`src/rtl/bms_status_frame_decoder_top_assert.svh`:
```
// Assertion macros shared by the decoder RTL.
`ifndef BMS_STATUS_FRAME_DECODER_TOP_ASSERT_SVH
`define BMS_STATUS_FRAME_DECODER_TOP_ASSERT_SVH

// Same-cycle implication.
`define BMSD_ASSERT_IMP(label, clk, rst_n, ante, cons) \
  label: assert property (@(posedge clk) disable iff (!rst_n) (ante) |-> (cons)) \
    else $error("bmsd assertion failed");

// Next-cycle implication.
`define BMSD_ASSERT_NXT(label, clk, rst_n, ante, cons) \
  label: assert property (@(posedge clk) disable iff (!rst_n) (ante) |=> (cons)) \
    else $error("bmsd assertion failed");

`endif

```
`src/rtl/bmsd_pkg.sv`:
```
// ----------------------------------------------------------------------------
// bmsd_pkg
// Types, codes and constants of the status frame decoder.
// ----------------------------------------------------------------------------
package bmsd_pkg;

  typedef enum logic [2:0] {
    STAT_OK      = 3'd0,
    STAT_INFO    = 3'd1,
    STAT_FRAMING = 3'd2,
    STAT_CRC     = 3'd3,
    STAT_UNKNOWN = 3'd4,
    STAT_DECODE  = 3'd5
  } status_e;

  localparam logic [7:0]  SOF0_BYTE   = 8'h7E;
  localparam logic [7:0]  SOF1_BYTE   = 8'hA1;
  localparam logic [15:0] EOF_WORD    = 16'hAA55;
  localparam logic [7:0]  TYPE_STATUS = 8'h11;
  localparam logic [7:0]  TYPE_INFO   = 8'h12;
  localparam logic [15:0] CRC_INIT    = 16'hFFFF;
  localparam logic [15:0] CRC_POLY    = 16'hA001;

  localparam int unsigned MAX_CELLS        = 32;
  localparam int unsigned MAX_TEMP_SENSORS = 4;
  localparam int unsigned TEMP_SLOTS       = 4;
  localparam int unsigned HDR_LEN          = 10;
  localparam int unsigned MIN_STATUS_LEN   = 86;
  localparam int unsigned TEMP_BASE        = 34;
  localparam int unsigned TEMP_EXTRA_BASE  = 38;
  localparam int unsigned LAST_ITEM        = 18;

  // floor(x / 1000) = (x * DIV_RECIP) >> DIV_SHIFT for any 32-bit x
  localparam int unsigned DIV_SHIFT = 38;
  localparam logic [28:0] DIV_RECIP = 29'd274877907;

  localparam int unsigned SHORT_BASE [7] = '{38, 40, 42, 74, 78, 82, 84};
  localparam int unsigned LONG_BASE  [4] = '{50, 54, 58, 66};

  typedef struct packed {
    logic [7:0] data_byte;
    logic       frame_end;
  } in_word_t;

  typedef struct packed {
    logic [2:0]  status;
    logic [4:0]  item_index;
    logic [63:0] item_value;
    logic        item_valid;
    logic        last_of_run;
  } out_word_t;

  // Frame verdict and captured fields, as they stand after the current byte
  typedef struct packed {
    status_e          status;
    logic [1:0][63:0] masks;
    logic [3:0][31:0] longs;
    logic [6:0][15:0] shorts;
    logic [5:0][15:0] temps;
    logic [2:0]       temp_count;
  } frame_sum_t;

  function automatic logic [15:0] crc_byte(logic [15:0] c, logic [7:0] b);
    logic [15:0] r;
    r = c ^ {8'h00, b};
    for (int k = 0; k < 8; k++) begin
      r = r[0] ? ((r >> 1) ^ CRC_POLY) : (r >> 1);
    end
    return r;
  endfunction

endpackage

```
`src/rtl/bmsd_frame.sv`:
```
// ----------------------------------------------------------------------------
// bmsd_frame
// Per-byte frame tracking: position, CRC, header, field capture and verdict.
// ----------------------------------------------------------------------------
module bmsd_frame
  import bmsd_pkg::*;
#(
  parameter int unsigned MaxFrameLen = 512
) (
  input  logic       clk_i,
  input  logic       rst_ni,
  input  logic       byte_en_i,
  input  in_word_t   word_i,
  output frame_sum_t sum_o
);

  localparam int unsigned PW = $clog2(MaxFrameLen + 1);
  localparam int unsigned AW = (PW > 12) ? PW + 1 : 13;

  logic [PW-1:0]    pos_q, pos_d;
  logic [15:0]      crc_q, crc_d;
  logic [7:0]       type_q, type_d, len_q, len_d, sens_q, sens_d, cells_q, cells_d;
  logic [15:0]      rcrc_q, rcrc_d, last2_q, last2_d;
  logic             bad_q, bad_d;
  logic [1:0][63:0] am_q, am_d;
  logic [3:0][31:0] lf_q, lf_d;
  logic [6:0][15:0] sf_q, sf_d;
  logic [5:0][15:0] tp_q, tp_d;

  logic [PW-1:0]    c_pos;
  logic [15:0]      c_crc, c_rcrc, c_last2;
  logic [7:0]       c_type, c_len, c_sens, c_cells;
  logic             c_bad;
  logic [5:0][15:0] c_tp;

  logic [AW-1:0] p, dyn, cells2, rel, flen, plen, minlen;
  logic [7:0]    b;
  logic          over;
  status_e       st;

  function automatic logic [15:0] put16(logic [15:0] f, logic [AW-1:0] pp,
                                        logic [AW-1:0] base, logic [7:0] v);
    logic [15:0]   r;
    logic [AW-1:0] d;
    r = f;
    d = pp - base;
    if (pp >= base) begin
      if (d == AW'(0)) r[7:0] = v;
      else if (d == AW'(1)) r[15:8] = v;
    end
    return r;
  endfunction

  always_comb begin
    b      = word_i.data_byte;
    over   = pos_q >= PW'(MaxFrameLen);
    p      = AW'(pos_q);
    cells2 = AW'({cells_q, 1'b0});
    dyn    = cells2 + AW'({sens_q, 1'b0});
    rel    = '0;

    c_pos = pos_q; c_crc = crc_q; c_rcrc = rcrc_q; c_last2 = last2_q;
    c_type = type_q; c_len = len_q; c_sens = sens_q; c_cells = cells_q;
    c_bad = bad_q; c_tp = tp_q;
    am_d = am_q; lf_d = lf_q; sf_d = sf_q;

    if (byte_en_i && !over) begin
      if (p == AW'(0) && b != SOF0_BYTE) c_bad = 1'b1;
      if (p == AW'(1) && b != SOF1_BYTE) c_bad = 1'b1;
      if (p == AW'(2)) c_type = b;
      if (p == AW'(5)) c_len = b;
      if (p == AW'(8)) c_sens = b;
      if (p == AW'(9)) c_cells = b;
      if (p >= AW'(1) && p < AW'(6) + AW'(len_q)) c_crc = crc_byte(crc_q, b);
      if (p >= AW'(6)) c_rcrc = put16(rcrc_q, p, AW'(6) + AW'(len_q), b);
      if (p >= AW'(HDR_LEN)) begin
        for (int i = 0; i < 2; i++) begin
          rel = p - AW'(HDR_LEN + 8 * i);
          if (p >= AW'(HDR_LEN + 8 * i) && rel < AW'(8))
            am_d[i][rel[2:0]*8 +: 8] = b;
        end
        for (int i = 0; i < 4; i++) begin
          rel = p - (AW'(LONG_BASE[i]) + dyn);
          if (p >= AW'(LONG_BASE[i]) + dyn && rel < AW'(4))
            lf_d[i][rel[1:0]*8 +: 8] = b;
        end
        for (int i = 0; i < 7; i++)
          sf_d[i] = put16(sf_q[i], p, AW'(SHORT_BASE[i]) + dyn, b);
        for (int i = 0; i < 4; i++)
          c_tp[i] = put16(tp_q[i], p, AW'(TEMP_BASE + 2 * i) + cells2, b);
        c_tp[4] = put16(tp_q[4], p, AW'(TEMP_BASE) + dyn, b);
        c_tp[5] = put16(tp_q[5], p, AW'(TEMP_BASE + 2) + dyn, b);
      end
      c_last2 = {last2_q[7:0], b};
      c_pos   = pos_q + PW'(1);
    end

    // Verdict on the frame as it stands with this byte
    flen   = p + AW'(1);
    plen   = AW'(HDR_LEN) + AW'(c_len);
    minlen = AW'(MIN_STATUS_LEN) + AW'({c_cells, 1'b0}) + AW'({c_sens, 1'b0});
    priority if (over || flen < AW'(HDR_LEN) || c_bad || c_last2 != EOF_WORD)
      st = STAT_FRAMING;
    else if (plen > flen || (c_type != TYPE_INFO && plen != flen))
      st = STAT_FRAMING;
    else if (c_crc != c_rcrc)
      st = STAT_CRC;
    else if (c_type == TYPE_STATUS) begin
      if (c_cells > 8'(MAX_CELLS) || c_sens > 8'(MAX_TEMP_SENSORS)) st = STAT_DECODE;
      else if (flen < minlen) st = STAT_DECODE;
      else st = STAT_OK;
    end else if (c_type == TYPE_INFO)
      st = STAT_INFO;
    else
      st = STAT_UNKNOWN;

    sum_o.status     = st;
    sum_o.masks      = am_d;
    sum_o.longs      = lf_d;
    sum_o.shorts     = sf_d;
    sum_o.temps      = c_tp;
    sum_o.temp_count = (c_sens > 8'(TEMP_SLOTS)) ? 3'(TEMP_SLOTS) : c_sens[2:0];

    // Drop the frame tracking state once the last byte is in; captured masks, longs and shorts are kept
    if (byte_en_i && word_i.frame_end) begin
      pos_d = '0; crc_d = CRC_INIT; rcrc_d = '0; last2_d = '0;
      type_d = '0; len_d = '0; sens_d = '0; cells_d = '0; bad_d = 1'b0; tp_d = '0;
    end else begin
      pos_d = c_pos; crc_d = c_crc; rcrc_d = c_rcrc; last2_d = c_last2;
      type_d = c_type; len_d = c_len; sens_d = c_sens; cells_d = c_cells;
      bad_d = c_bad; tp_d = c_tp;
    end
  end

  always_ff @(posedge clk_i or negedge rst_ni) begin
    if (!rst_ni) begin
      pos_q <= '0; crc_q <= CRC_INIT; rcrc_q <= '0; last2_q <= '0;
      type_q <= '0; len_q <= '0; sens_q <= '0; cells_q <= '0; bad_q <= 1'b0;
      tp_q <= '0;
    end else begin
      pos_q <= pos_d; crc_q <= crc_d; rcrc_q <= rcrc_d; last2_q <= last2_d;
      type_q <= type_d; len_q <= len_d; sens_q <= sens_d; cells_q <= cells_d;
      bad_q <= bad_d; tp_q <= tp_d;
    end
  end

  always_ff @(posedge clk_i) begin
    am_q <= am_d;
    lf_q <= lf_d;
    sf_q <= sf_d;
  end

endmodule

```
`src/rtl/bms_status_frame_decoder_top.sv`:
```
// ----------------------------------------------------------------------------
// bms_status_frame_decoder_top
// Byte-stream decoder for 7E A1 framed battery status telemetry.
// ----------------------------------------------------------------------------
//  channel | direction | word       | handshake
//  in      | input     | in_word_t  | in_valid_i / in_stall_o
//  out     | output    | out_word_t | out_valid_o / out_stall_i
//
// One byte is taken every cycle unless a frame-end byte is stalled; framing,
// CRC and field capture finish in the cycle the byte is taken. A frame end
// gives one status word at once, or for a good status frame nineteen field
// words from a snapshot, one a cycle while the output is not stalled; the
// closing byte of the next frame is stalled until that run is done.
// Reset clears frame tracking, the run state and the output valid flag; no clearing pass.
// Out stalls hold the output word; in stalls only touch frame-end bytes.
module bms_status_frame_decoder_top
  import bmsd_pkg::*;
#(
  parameter int unsigned MAX_FRAME_LEN = 512
) (
  input  logic      clk_i,
  input  logic      rst_ni,
  input  logic      in_valid_i,
  output logic      in_stall_o,
  input  in_word_t  in_word_i,
  output logic      out_valid_o,
  input  logic      out_stall_i,
  output out_word_t out_word_o
);

`include "bms_status_frame_decoder_top_assert.svh"

  frame_sum_t sum;
  logic       byte_en, frame_acc, can_load;

  // Snapshot of a good frame, read out while the next frame streams in
  logic [1:0][63:0] snap_am_q;
  logic [3:0][31:0] snap_lf_q;
  logic [6:0][15:0] snap_sf_q;
  logic [5:0][15:0] snap_tp_q;
  logic [2:0]       snap_tc_q;

  logic       run_q, run_d;
  logic [4:0] idx_q, idx_d;
  logic       out_valid_q, out_valid_d;
  out_word_t  out_q, out_d;

  logic [31:0] div_in;
  logic [60:0] div_prod;
  logic [19:0] volt_mv;
  logic [63:0] run_value;
  logic        run_valid;
  logic [4:0]  tslot;

  // A word can enter the output register when it is empty or being taken
  assign can_load   = !out_valid_q || !out_stall_i;
  assign in_stall_o = in_valid_i && in_word_i.frame_end && (run_q || !can_load);
  assign byte_en    = in_valid_i && !in_stall_o;
  assign frame_acc  = byte_en && in_word_i.frame_end;

  bmsd_frame #(
    .MaxFrameLen(MAX_FRAME_LEN)
  ) u_frame (
    .clk_i    (clk_i),
    .rst_ni   (rst_ni),
    .byte_en_i(byte_en),
    .word_i   (in_word_i),
    .sum_o    (sum)
  );

  // Field word for the current run slot
  always_comb begin
    div_in    = (idx_q == 5'd8) ? snap_lf_q[1] : snap_lf_q[0];
    div_prod  = 61'(div_in) * 61'(DIV_RECIP);
    volt_mv   = {1'b0, snap_sf_q[0], 3'b000} + {3'b000, snap_sf_q[0], 1'b0};
    tslot     = idx_q - 5'd13;
    run_value = '0;
    run_valid = 1'b1;
    priority if (idx_q == 5'd0)  run_value = 64'(volt_mv);
    else if (idx_q <= 5'd6)      run_value = 64'(snap_sf_q[idx_q[2:0]]);
    else if (idx_q <= 5'd8)      run_value = 64'(div_prod[60:DIV_SHIFT]);
    else if (idx_q <= 5'd10)     run_value = 64'(snap_lf_q[2'(idx_q - 5'd7)]);
    else if (idx_q <= 5'd12)     run_value = snap_am_q[idx_q[0] ? 1'b0 : 1'b1];
    else if (idx_q <= 5'd16) begin
      if (tslot < 5'(snap_tc_q)) run_value = 64'(snap_tp_q[tslot[2:0]]);
      else run_valid = 1'b0;
    end else                     run_value = 64'(snap_tp_q[tslot[2:0]]);
  end

  always_comb begin
    run_d       = run_q;
    idx_d       = idx_q;
    out_d       = out_q;
    out_valid_d = out_valid_q && out_stall_i;
    if (frame_acc) begin
      if (sum.status == STAT_OK) begin
        run_d = 1'b1;
        idx_d = '0;
      end else begin
        // Single status word for every other verdict
        out_valid_d       = 1'b1;
        out_d.status      = sum.status;
        out_d.item_index  = '0;
        out_d.item_value  = '0;
        out_d.item_valid  = 1'b0;
        out_d.last_of_run = 1'b1;
      end
    end else if (run_q && can_load) begin
      out_valid_d       = 1'b1;
      out_d.status      = STAT_OK;
      out_d.item_index  = idx_q;
      out_d.item_value  = run_value;
      out_d.item_valid  = run_valid;
      out_d.last_of_run = idx_q == 5'(LAST_ITEM);
      idx_d             = idx_q + 5'd1;
      if (idx_q == 5'(LAST_ITEM)) run_d = 1'b0;
    end
  end

  always_ff @(posedge clk_i or negedge rst_ni) begin
    if (!rst_ni) begin
      run_q       <= 1'b0;
      idx_q       <= '0;
      out_valid_q <= 1'b0;
    end else begin
      run_q       <= run_d;
      idx_q       <= idx_d;
      out_valid_q <= out_valid_d;
    end
  end

  always_ff @(posedge clk_i) begin
    out_q <= out_d;
    if (frame_acc && sum.status == STAT_OK) begin
      snap_am_q <= sum.masks;
      snap_lf_q <= sum.longs;
      snap_sf_q <= sum.shorts;
      snap_tp_q <= sum.temps;
      snap_tc_q <= sum.temp_count;
    end
  end

  assign out_valid_o = out_valid_q;
  assign out_word_o  = out_q;

  `BMSD_ASSERT_IMP(a_no_end_during_run, clk_i, rst_ni, frame_acc, !run_q)
  `BMSD_ASSERT_IMP(a_idx_in_range, clk_i, rst_ni, run_q, idx_q <= 5'(LAST_ITEM))
  `BMSD_ASSERT_NXT(a_run_ends, clk_i, rst_ni,
                   run_q && can_load && idx_q == 5'(LAST_ITEM), !run_q)
  `BMSD_ASSERT_IMP(a_last_ok_is_final, clk_i, rst_ni,
                   out_valid_q && out_q.status == STAT_OK && out_q.last_of_run,
                   out_q.item_index == 5'(LAST_ITEM))

endmodule
```
`config.mk`:
```
export PLATFORM = sky130hd
export DESIGN_NAME = bms_status_frame_decoder_top
export DESIGN_NICKNAME = d
export VERILOG_FILES = /design/src/rtl/bmsd_pkg.sv /design/src/rtl/bmsd_frame.sv /design/src/rtl/bms_status_frame_decoder_top.sv
export VERILOG_INCLUDE_DIRS = /design/src /design/src/rtl
export SDC_FILE = /design/constraint.sdc
export NUM_CORES = 2
export LEC_CHECK = 0
export ABC_CLOCK_PERIOD_IN_PS = 47800
export BUFFER_PORTS_ARGS = -buffer_cell sky130_fd_sc_hd__buf_2
export CAP_MARGIN = 10
export CELL_PAD_IN_SITES_DETAIL_PLACEMENT = 1
export CELL_PAD_IN_SITES_GLOBAL_PLACEMENT = 1
export CORE_UTILIZATION = 50
export CTS_CLUSTER_DIAMETER = 100
export DETAILED_ROUTE_END_ITERATION = 8
export GPL_ROUTABILITY_DRIVEN = 0
export PLACE_DENSITY = 0.87
export SLEW_MARGIN = 10
export SYNTH_ARGS = -nofsm -noshare
export SYNTH_HDL_FRONTEND = slang
export SYNTH_SLANG_ARGS = --single-unit
```
`constraint.sdc`:
```
create_clock -name clk_i -period 47.8 [get_ports clk_i]
set_input_delay 9.56 -clock clk_i [delete_from_list [all_inputs] [get_ports clk_i]]
set_output_delay 9.56 -clock clk_i [all_outputs]
set_load 0.1 [all_outputs]
```
==> key figures <==
Yosys
  • Post-synth ARST share: 0.176
  • Number of flops mapped to enable cells by yosys: 541
  • Synth warn: 0
  • Sequential area share after synthesis: 0.435
  • Yosys cell types: 92
  • Post-Synth XOR/XNOR Area: 0.0353
  • Cells after synthesis: 5715
  • Multiplexer share of the synthesized area: 0.0955
  • #FFs+latches synth: 1103
  • Simple-Gate Fraction of Synth Area: 0.0847
  • Net Count, Synth: 6629
  • Synth Area in Compound Gates: 0.0924
  • Mapped cell area: 65500 um^2
  • Syn avg cell area: 11.5 um^2
  • Top FF cell, synth: edfxtp_1
  • Post-synthesis adder-cell area fraction: 0.208
  • Largest family of logic cells by synthesized area: adder cells

Finish
  • Area Growth Syn to Fin: 9.62%
  • Nets@finish: 6703
  • Commonest cells after routing, fill and taps aside: 649 x inv_1, 591 x ha_1, 541 x edfxtp_1
  • Commonest non-fill, non-tap cell in the layout: inv_1
  • Share of cells above drive strength 1: 0.133

STA
  • Worst Clk Skew: 71.6 ps
  • Maximum clock rate: 50.0 MHz
  • Period Utilization, post-route: 0.418
  • Actual slew at the worst max-slew pin: 1280 ps
  • Max transition margin: 0.143
  • Fin. Hold Viols: 0
  • Hold WS: 451 ps
  • Setup TNS: 0 ps
  • Fin crit period: 19990 ps
  • Slew Limit Fails: 0
  • Final Setup Violations: 0
  • RSZ-0062 raised after global routing: false

Outcome
  • Outcome: completed

Critical path
  • Most common cell on crit path: buf_2
  • Crit-path max cell delay: 450 ps
  • CP arrival: 10430 ps
  • Worst Setup EP: in_stall_o
  • Worst r2r src: idx_q[2]
  • Worst R2R Setup Slack: 35060 ps
  • Critical path origin: in_word_i[0]
  • CP Launch Type: primary input
  • CP Cell Sequence: buf_2 -> inv_1 -> nor3_1 -> buf_2
  • CP required: 38240 ps
  • Worst R2R End: out_word_o[21]
  • R2r worst-path depth: 31
  • CP Max Fanout: 4
  • CP endpoint kind: output pin
  • Critical-path top delay cell: buf_2
  • Critical path type: in -> out

Route
  • Initial DRC count: 5149
  • Vias: 49000
  • Via density per instance: 6.43
  • DRT Wirelength: 229000 um
  • Routed Antenna Nets: 0
  • DR DRC count: 0
  • WL per Instance: 30.1 um
  • DRT Pass-1 Iters: 6

Global route
  • Vias in the first global route: 54000
  • Pin count of the biggest net entering global routing: 157
  • Gr ovfl total: 0
  • Initial antenna violation count: 8
  • Gr usage total: 0.344
  • First-pass GRT wire length: 342000 um

Clock network
  • CTS tree: done
  • Clock Tree Root: clkbuf_16
  • CTS clk-pin slew, worst paths: 60 ps
  • H-tree Lvls: 3
  • Post-CTS sizing: 0
  • Clock Sinks: 1103
  • Clk_lat worst skew: 740 ps
  • Clock Tree Buf Depth: 3
  • Setup bufs post-CTS: 0
  • Hold_buf cts: 0
  • Total CTS buffers: 104

Die
  • Die W: 364 um
  • Die H: 364 um
  • Row cnt: 132
  • Total I/O pin count: 89
  • Initial Utilization: 0.505
  • Core area: 130000 um^2
  • Die area: 132000 um^2

Placement
  • Number of buffer cells added on primary ports: 88
  • DP HPWL: 150000 um

Pwr
  • PD cells: 32.5 nW/um^2
  • Static leakage: 0.0321 uW
  • Tot Pwr: 2340 uW
  • VDD IR max: 0.0329 mV

Flow run
  • Max_cap viols: 0

Min path
  • HP Class: reg -> reg
## layout make-up
| cell class | instances | area, um^2 |
|---|---|---|
| clock buffer | 153 | 3040 |
| timing repair buffer | 172 | 1090 |
| sequential | 1103 | 28500 |
| antenna | 2 | 5.00 |
| clock inverter | 44 | 642 |
| fill | 13400 | 57900 |
| multi-input combinational | 3753 | 33900 |
| tap | 1742 | 2180 |
| inverter | 655 | 2460 |
## worst min path at each step
| stage | start | end | depth (start not counted) |
|---|---|---|---|
| after global routing | u_frame.am_q[98] | u_frame.am_q[98] | 2 |
| after CTS | u_frame.am_q[98] | u_frame.am_q[98] | 2 |
| after global placement | u_frame.am_q[103] | u_frame.am_q[103] | 2 |
| final | u_frame.am_q[102] | u_frame.am_q[102] | 2 |
| after floorplan | u_frame.am_q[100] | u_frame.am_q[100] | 2 |
| after detailed placement | u_frame.am_q[98] | u_frame.am_q[98] | 2 |
## per-layer routing
| metal | GRT usage | vias to the layer above | part of all wire |
|---|---|---|---|
| met5 | 0 | - | 0.00015 |
| met4 | 0.222 | 4 | 0.073 |
| met1 | 0.402 | 25100 | 0.37 |
| met3 | 0.0672 | 968 | 0.081 |
| met2 | 0.580 | 2840 | 0.48 |
| li1 | - | 20100 | - |
## worst max-delay path, delay by kind of cell
| family | cells | cell delay (ps) |
|---|---|---|
| buffers and inverters | 3 | 690 |
| AND/OR/NAND/NOR | 1 | 180 |
## logic make-up (layout without fill, tap and decap cells)
group / Yosys count / after routing
flops: 1103 / 1103
mux: 524 / 524
fa+ha+maj: 901 / 901
other cells: 0 / 2
xor+xnor: 264 / 264
compound gates: 932 / 932
buf+inv: 859 / 1024
simple gates: 1132 / 1132
## report_power, final
group          total [uW]  internal [uW]  switching [uW]
Sequential           1020           1010            18.0
Combinational         410            131             279
Clock                 901            496             404
## through the flow
stage,setup slack (ps),util,cells,instance area (um^2)
floorplan,22780,-,5715,65500
global placement,27770,0.525,7425,68100
detailed placement,27800,0.525,7425,68100
CTS,27790,0.554,7622,71800
global route,27740,0.554,7622,71800
finish,27810,0.554,7624,71800
## synth_stat cells (all sizes together), types with 7 or more instances
| cell type | n | area [um^2] |
|---|---|---|
| o21a | 42 | 315 |
| a22o | 97 | 850 |
| or4 | 8 | 67.6 |
| mux2 | 317 | 3570 |
| o22ai | 24 | 150 |
| a21o | 65 | 488 |
| a21boi | 15 | 113 |
| dfrtp | 178 | 4450 |
| a21oi | 222 | 1120 |
| o32ai | 7 | 61.3 |
| o221ai | 21 | 184 |
| nor3 | 60 | 312 |
| ha | 592 | 7410 |
| xnor2 | 177 | 1550 |
| inv | 650 | 2440 |
| buf | 31 | 140 |
| nor4b | 10 | 93.8 |
| o211ai | 22 | 165 |
| nor2 | 261 | 980 |
| nand2b | 31 | 194 |
| xor2 | 87 | 762 |
| nand3 | 96 | 480 |
| fa | 309 | 6190 |
| clkbuf | 173 | 649 |
| o31ai | 14 | 105 |
| mux4 | 48 | 1080 |
| mux2i | 159 | 1600 |
| a22oi | 32 | 240 |
| a2111oi | 14 | 161 |
| or3 | 17 | 106 |
| a211oi | 28 | 210 |
| and3 | 34 | 213 |
| nand2 | 350 | 1330 |
| nor2b | 53 | 332 |
| dfstp | 16 | 420 |
| edfxtp | 541 | 16200 |
| nand4 | 27 | 169 |
| o21ai | 254 | 1270 |
| a31oi | 17 | 106 |
| nor4 | 20 | 140 |
| o21bai | 16 | 120 |
| and2 | 112 | 701 |
| dfxtp | 368 | 7370 |
| or2 | 15 | 93.8 |
## sequential cells by signal, summed over array words and instances, names as in the netlist, 16 cells and up
name,cells
u_frame.tp_q,96
snap_tp_q,96
u_frame.rcrc_q,16
snap_sf_q,112
u_frame.crc_q,16
snap_lf_q,128
u_frame.lf_q,128
snap_am_q,128
u_frame.last2_q,16
u_frame.am_q,128
out_word_o,74
u_frame.sf_q,112
(Power assumes the default switching activity.)
